[src/hw/rtl/qdwc_pkg.sv]
// Package for the quadrature decoder with windowed count.
// Holds the direction step codes, the transition lookup and the request kinds.
// No dependencies; imported by qdwc_step, quadrature_decoder_windowed_count and the testbench.
`default_nettype none

package qdwc_pkg;

  // Direction of one encoder transition.
  typedef enum logic [1:0] {
    STEP_NONE = 2'd0,
    STEP_UP   = 2'd1,
    STEP_DOWN = 2'd2
  } step_e;

  // Step decoded for one sample, passed from the decoder to the counter.
  typedef struct packed {
    logic up;
    logic down;
  } step_t;

  // Request kinds carried in tuser.
  localparam logic REQ_TICK = 1'b0;
  localparam logic REQ_READ = 1'b1;

  // Register byte offset of window_ticks (address bit 2 selects the register).
  localparam logic REG_WINDOW_TICKS = 1'b0;

  // Index is {previous state, current state}, each state being {A, B}.
  // Transitions where both channels change count as no motion.
  function automatic step_e step_lookup(input logic [3:0] idx);
    step_e code;
    case (idx)
      4'd1, 4'd7, 4'd8, 4'd14:  code = STEP_UP;
      4'd2, 4'd4, 4'd11, 4'd13: code = STEP_DOWN;
      default:                  code = STEP_NONE;
    endcase
    return code;
  endfunction

endpackage

`default_nettype wire

[src/hw/rtl/quadrature_decoder_windowed_count.sv]
// Quadrature encoder decoder (x4) with windowed velocity or position count.
//
// Input stream: each transfer is either a sample tick (tuser = 0) that carries
// the A and B levels in tdata, or a read request (tuser = 1). Ticks produce no
// output; each read produces one output transfer with the latched signed count.
// Configuration: window_ticks at APB address 0. Nonzero selects window mode,
// where the count is latched and cleared every window_ticks ticks. Zero selects
// position mode, where the count is latched on every tick and a read clears it.
//
// Timing: an accepted item is held in the input register, where it is processed,
// and a read result is then loaded into the output register. One item is taken
// per cycle when the output side keeps up; the single combinational pass
// through the step lookup and count adder sets that rate.
// Stalls: the output register holds a result until it is taken. Ticks keep
// flowing during an output stall; a read waits in the input register, and
// input tready drops only while that read cannot move into the output register.
// Reset clears the count, latch, tick counter, phase history, window_ticks and
// both valid flags.
`default_nettype none

module quadrature_decoder_windowed_count
  import qdwc_pkg::*;
#(
  parameter int COUNT_WIDTH = 16
) (
  input  wire logic        clk_i,
  input  wire logic        rst_ni,
  // Input stream.
  input  wire logic        s_axis_tvalid,
  output      logic        s_axis_tready,
  input  wire logic [7:0]  s_axis_tdata,   // [0] phase_a, [1] phase_b, rest zero
  input  wire logic [0:0]  s_axis_tuser,   // [0] req_type
  // Output stream.
  output      logic        m_axis_tvalid,
  input  wire logic        m_axis_tready,
  output      logic [((COUNT_WIDTH+7)/8)*8-1:0] m_axis_tdata, // count_value, zero fill
  // Configuration port.
  input  wire logic        psel,
  input  wire logic        penable,
  input  wire logic        pwrite,
  input  wire logic [2:0]  paddr,
  input  wire logic [31:0] pwdata,
  output      logic [31:0] prdata,
  output      logic        pready
);

  localparam int OutDataW = ((COUNT_WIDTH + 7) / 8) * 8;
  localparam int TickW    = 16;

  // Configuration register.
  logic [TickW-1:0] window_q;

  // Input register.
  logic in_valid_q;
  logic in_req_q;
  logic in_a_q;
  logic in_b_q;

  // Decoder state.
  logic [1:0]             hist_q,  hist_d;
  logic [COUNT_WIDTH-1:0] acc_q,   acc_d;
  logic [COUNT_WIDTH-1:0] latch_q, latch_d;
  logic [TickW-1:0]       ticks_q, ticks_d;

  // Output register.
  logic                   out_valid_q;
  logic [COUNT_WIDTH-1:0] out_data_q;

  logic                   out_free;
  logic                   advance;
  logic                   do_tick;
  logic                   do_read;
  logic                   pos_mode;
  logic                   win_close;
  logic [COUNT_WIDTH-1:0] acc_base;
  logic [COUNT_WIDTH-1:0] step_add;
  logic [1:0]             cur_state;
  step_t                  step;

  // APB access: single register, always ready.
  assign pready = 1'b1;
  assign prdata = (paddr[2] == REG_WINDOW_TICKS) ? {16'd0, window_q} : 32'd0;

  always_ff @(posedge clk_i or negedge rst_ni) begin
    if (!rst_ni) begin
      window_q <= '0;
    end else if (psel && penable && pwrite && pready && paddr[2] == REG_WINDOW_TICKS) begin
      window_q <= pwdata[TickW-1:0];
    end
  end

  // Handshake: ticks always move on, reads need room in the output register.
  assign out_free      = !out_valid_q || m_axis_tready;
  assign advance       = in_valid_q && ((in_req_q == REQ_TICK) || out_free);
  assign do_tick       = advance && (in_req_q == REQ_TICK);
  assign do_read       = advance && (in_req_q == REQ_READ);
  assign s_axis_tready = !in_valid_q || advance;

  always_ff @(posedge clk_i or negedge rst_ni) begin
    if (!rst_ni) begin
      in_valid_q <= 1'b0;
    end else if (s_axis_tready) begin
      in_valid_q <= s_axis_tvalid;
    end
  end

  always_ff @(posedge clk_i) begin
    if (s_axis_tvalid && s_axis_tready) begin
      in_req_q <= s_axis_tuser[0];
      in_a_q   <= s_axis_tdata[0];
      in_b_q   <= s_axis_tdata[1];
    end
  end

  // Transition decode.
  qdwc_step u_step (
    .hist_i    (hist_q),
    .phase_a_i (in_a_q),
    .phase_b_i (in_b_q),
    .cur_o     (cur_state),
    .step_o    (step)
  );

  // Count update: window close test, step added to the base, latch, read clear.
  always_comb begin
    pos_mode  = (window_q == '0);
    win_close = !pos_mode && (ticks_q >= window_q);
    acc_base  = win_close ? '0 : acc_q;
    step_add  = step.up ? COUNT_WIDTH'(1) : (step.down ? '1 : '0);

    hist_d  = hist_q;
    acc_d   = acc_q;
    latch_d = latch_q;
    ticks_d = ticks_q;
    if (do_tick) begin
      hist_d = cur_state;
      acc_d  = acc_base + step_add;
      if (pos_mode || win_close) begin
        latch_d = acc_q;
      end
      if (pos_mode) begin
        ticks_d = '0;
      end else begin
        ticks_d = (win_close ? '0 : ticks_q) + TickW'(1);
      end
    end else if (do_read && pos_mode) begin
      acc_d = '0;
    end
  end

  always_ff @(posedge clk_i or negedge rst_ni) begin
    if (!rst_ni) begin
      hist_q  <= '0;
      acc_q   <= '0;
      latch_q <= '0;
      ticks_q <= '0;
    end else begin
      hist_q  <= hist_d;
      acc_q   <= acc_d;
      latch_q <= latch_d;
      ticks_q <= ticks_d;
    end
  end

  // Output register.
  always_ff @(posedge clk_i or negedge rst_ni) begin
    if (!rst_ni) begin
      out_valid_q <= 1'b0;
    end else if (do_read) begin
      out_valid_q <= 1'b1;
    end else if (m_axis_tready) begin
      out_valid_q <= 1'b0;
    end
  end

  always_ff @(posedge clk_i) begin
    if (do_read) begin
      out_data_q <= latch_q;
    end
  end

  assign m_axis_tvalid = out_valid_q;
  assign m_axis_tdata  = OutDataW'(out_data_q);

  // A read that moves on shows the latched count in the next cycle.
  a_read_result : assert property (@(posedge clk_i) disable iff (!rst_ni)
    do_read |=> (m_axis_tvalid && out_data_q == $past(latch_q)))
    else $error("read result not loaded from latched count");

  // A read never overwrites a result that is still waiting.
  a_no_overwrite : assert property (@(posedge clk_i) disable iff (!rst_ni)
    do_read |-> (!out_valid_q || m_axis_tready))
    else $error("read advanced into a stalled output register");

  // Input ready drops only while the input register holds a blocked read.
  a_ready_low : assert property (@(posedge clk_i) disable iff (!rst_ni)
    !s_axis_tready |-> (in_valid_q && in_req_q == REQ_READ && !out_free))
    else $error("input stalled without a blocked read");

  // In position mode a tick leaves the tick counter at zero.
  a_pos_ticks : assert property (@(posedge clk_i) disable iff (!rst_ni)
    (do_tick && pos_mode) |=> (ticks_q == '0))
    else $error("tick counter moved in position mode");

  // A tick leaves a waiting result untouched.
  a_tick_hold : assert property (@(posedge clk_i) disable iff (!rst_ni)
    (do_tick && out_valid_q && !m_axis_tready) |=> (m_axis_tvalid && $stable(out_data_q)))
    else $error("tick disturbed a stalled result");

endmodule

`default_nettype wire

[src/hw/rtl/qdwc_step.sv]
// Quadrature transition decoder: turns the previous and current A/B state
// into an up or down step. Depends on qdwc_pkg for the lookup and step_t.
`default_nettype none

module qdwc_step
  import qdwc_pkg::*;
(
  input  wire logic [1:0] hist_i,
  input  wire logic       phase_a_i,
  input  wire logic       phase_b_i,
  output      logic [1:0] cur_o,
  output      step_t      step_o
);

  step_e code;

  // Current state is B plus twice A.
  assign cur_o = {phase_a_i, phase_b_i};

  // Look up the direction of the transition from the stored state.
  always_comb begin
    code        = step_lookup({hist_i, cur_o});
    step_o.up   = (code == STEP_UP);
    step_o.down = (code == STEP_DOWN);
  end

endmodule

`default_nettype wire

[config.mk]
export PLATFORM = sky130hd
export DESIGN_NAME = quadrature_decoder_windowed_count
export DESIGN_NICKNAME = d
export VERILOG_FILES = /design/src/hw/rtl/qdwc_pkg.sv /design/src/hw/rtl/quadrature_decoder_windowed_count.sv /design/src/hw/rtl/qdwc_step.sv
export SDC_FILE = /design/constraint.sdc
export NUM_CORES = 1
export LEC_CHECK = 0
export BUFFER_PORTS_ARGS = -buffer_cell sky130_fd_sc_hd__buf_2
export CORE_ASPECT_RATIO = 0.9
export CORE_MARGIN = 5
export CORE_UTILIZATION = 30
export DETAILED_ROUTE_END_ITERATION = 16
export SETUP_SLACK_MARGIN = 0.02
export SLEW_MARGIN = 5
export SYNTH_ARGS = -nofsm -noshare
export SYNTH_HDL_FRONTEND = slang
export SYNTH_SLANG_ARGS = --single-unit
export TNS_END_PERCENT = 1
[constraint.sdc]
create_clock -name clk_i -period 8.45 [get_ports clk_i]
set_clock_uncertainty 0.05 [all_clocks]
set_input_delay 1.69 -clock clk_i [delete_from_list [all_inputs] [get_ports clk_i]]
set_output_delay 1.69 -clock clk_i [all_outputs]
set_load 0.1 [all_outputs]
==> impl_metrics.ini <==
[status]
outcome = completed

[global_route]
grt_pass1_wl_mm = 18.41
antenna_found_initial = 0
grt_pass1_vias = 3837
grt_start_max_net_pins = 69
gr-total-overflow = 0
grt_use_total_pct = 11.43

[timing]
tns_ps = 0
hold_violations = 0
slew_viol_final = 0
finalCriticalPeriod_ps = 4872
grt_setup_unrepaired = false
hold_ws_ps = 393.0
period_share_pct = 57.66
setup_viol_count_final = 0
worst_pin_slew_ps = 876.6
fmax_mhz = 205.2
slew-limit-headroom_pct = 41.56

[power_and_ir_drop]
power_frac_comb_pct = 40.8
power.leakage_uw = 0.002751
power_frac_seq_pct = 35.2
power.share.switching_pct = 39.32
netSwitchingPower_uw = 697.4
ir_drop_v = 0.0001137
p_clk_share_pct = 24.0
finalPower_uw = 1773
powerDensity_nw_per_um2 = 299.7
p_int_uw = 1076

[clocking]
insertion_delay_ps = 350
clk_path_buf_depth = 2
ctsResizeCount = 0
root_buffer = clkbuf_16
cts.reportedPaths.clkPinSlew_ps = 60
htree_levels = 3
cts-buffers-inserted = 9
post_cts_buffers = 0
cts_tree = done
cts.sinks = 87
hold_buffers = 0

[cells_and_area]
antenna_cells = 0
stdcell_count = 775
num-nets-final = 644
drive_gt1_share_pct = 23.76
area_delta_synth_final_pct = 15.09
fin_area_um2 = 5917

[critical_path]
rrSetupSlack_ps = 3580
reg2reg_to = acc_q[13]
crit_path_start_kind = register
worstSetupPathType = register to register
r2r_cells = 16
end_kind = register
cp_num_buf_inv = 1
cp_cell_sequence = ha_1 > nand2_1 > nor2_1 > a41oi_4 > o21ai_2 > nand2_1 > nand2_1 > inv_1 > ha_1 > a211o_1 > a211o_1 > a211oi_2 > o31ai_1 > a21oi_1 > mux2_2 > o21ai_2
crit_fanout = 19
cp_slowest_cell = nand2_1
crit_required_ps = 8680
cp_common_cell = nand2_1
crit_family = compound AO/OA/AOI/OAI gates
cp-startpoint = ticks_q[7]
critical_path.max_stage_delay_ps = 550
r2r_start = ticks_q[7]
crit_arrival_ps = 5100

[hold_path]
hp-class = register to register
worstHoldPathCells = 0
min_from = latch_q[4]
holdPathEnd = m_axis_tdata[4]

[routing]
routed_wl_mm = 10.84
drcViolationCount = 0
wire_per_inst_um = 13.98
first_pass_iters = 4
num_vias = 3771
ant_nets = 0
vias_per_cell = 4.866
first_iter_violations = 239

[placed_design]
place_area_um2 = 5602
io_buffer_count = 60
hpwlAfterDp_mm = 7.656
gp_congestion = 0.8268
dp_cells = 759

[yosys]
yosysTopAreaCellShare_pct = 33.10
ys_top_cells_by_area = dfrtp_1, edfxtp_1, ha_1
ys_ff_latch = 87
syn_area_per_cell_um2 = 10.26
ys_top_cells_by_count = dfrtp_1, nand2_1, o21ai_0, ha_1, nor2_1
ys_seq_area_share_pct = 44.20
yosysMostFrequentCell = dfrtp_1
yosysWarnings = 0
synthFlopType = dfrtp_1
synth_edf_count = 19
synth_top_cell_by_area = dfrtp_1
ys_async_sr_fraction_pct = 78.16
synth_cell_types = 60
synth_cells = 501
synth_area_um2 = 5141

[floorplanning]
die-area_um2 = 19860
ioPinCount = 102
die_h_um = 134.2
row_count = 45
coreArea_um2 = 16830
die_width_um = 148.0
start_util_pct = 30.54

[flow_run]
drv_cap = 0
[kinds of logic (layout without fill, tap and decap cells)]
group           Yosys count  in the layout  synth area share [%]
compound gates          106            106                 14.33
xor+xnor                 10             10                 1.703
fa+ha+maj                34             34                 8.421
buf+inv                  55            103                 5.451
flops                    87             87                 44.20
mux                      35             35                 8.372
other cells               2             17                0.1461
simple gates            172            172                 17.38
[layout make-up]
class	count	area, um^2
timing repair buffer	65	337.8
clock inverter	4	68.82
fill	1624	10920
inverter	22	82.58
tap	211	264.0
multi-input combinational	374	2645
sequential	87	2272
clock buffer	12	246.5
[metal layers]
layer / share of wire (%) / global-route usage, % / up-vias
met5: 0 / 0 / -
met4: 2.0 / 5.541 / 0
met3: 4.6 / 2.365 / 16
met2: 46 / 18.34 / 78
met1: 47 / 14.74 / 1793
li1: - / - / 1884
[worst reg2reg max path, delay by kind of cell, from the launching register on]
kind	cells	cell delay [ps]
AOI/OAI and AO/OA	8	1990
and+or+nand+nor	4	1120
adders and majority gates	2	670
DFF	1	540
muxes	1	360
buffers and inverters	1	70
[placed cells by master, fill, tap and decap left out, types with 5 or more instances in the layout]
cell type,Yosys,routed
mux2_2,24,24
nand3_1,7,7
nand2_1,55,55
and2_1,19,19
a311oi_1,5,5
nor3_1,8,8
a21oi_1,20,20
and3_1,10,10
nor2b_1,6,6
nor2_1,30,30
ha_1,33,33
buf_4,17,5
conb_1,2,17
a211o_1,6,6
nand2b_1,12,12
xor2_1,6,6
inv_1,22,22
clkbuf_16,0,9
mux2_4,10,10
buf_2,2,60
edfxtp_1,19,19
dfrtp_1,68,68
o21ai_0,38,38
[power groups by stage]
stage / logic, uW / registers [uW] / clock network (uW)
floorplan: 548 / 680 / 0
global placement: 711 / 627 / 0
CTS: 728 / 625 / 438
finish: 724 / 624 / 425
global route: 798 / 639 / 457
detailed placement: 723 / 632 / 0
[worst max-delay path by stage]
stage                            end  slack, ps  cells after the start
after floorplan           prdata[10]       3400                      3
after global placement     acc_q[13]       3660                     16
after detailed placement   acc_q[13]       3620                     16
after CTS                  acc_q[13]       3600                     16
after global routing       acc_q[13]       3210                     16
final                      acc_q[13]       3580                     16
[per-stage QoR]
step                setup WS (ps)  utilization, %
floorplan                    3399               -
global placement             3665           33.27
detailed placement           3620           33.27
CTS                          3602           35.15
finish                       3578           35.15
global route                 3215           35.15
[sequential cells by signal, indices dropped and copies added (netlist names), 2 cells and up]
| signal | cells |
|---|---|
| acc_q | 16 |
| hist_q | 2 |
| ticks_q | 16 |
| window_q | 16 |
| m_axis_tdata | 16 |
| latch_q | 16 |
Note: power is estimated with default switching activity, not from simulation.
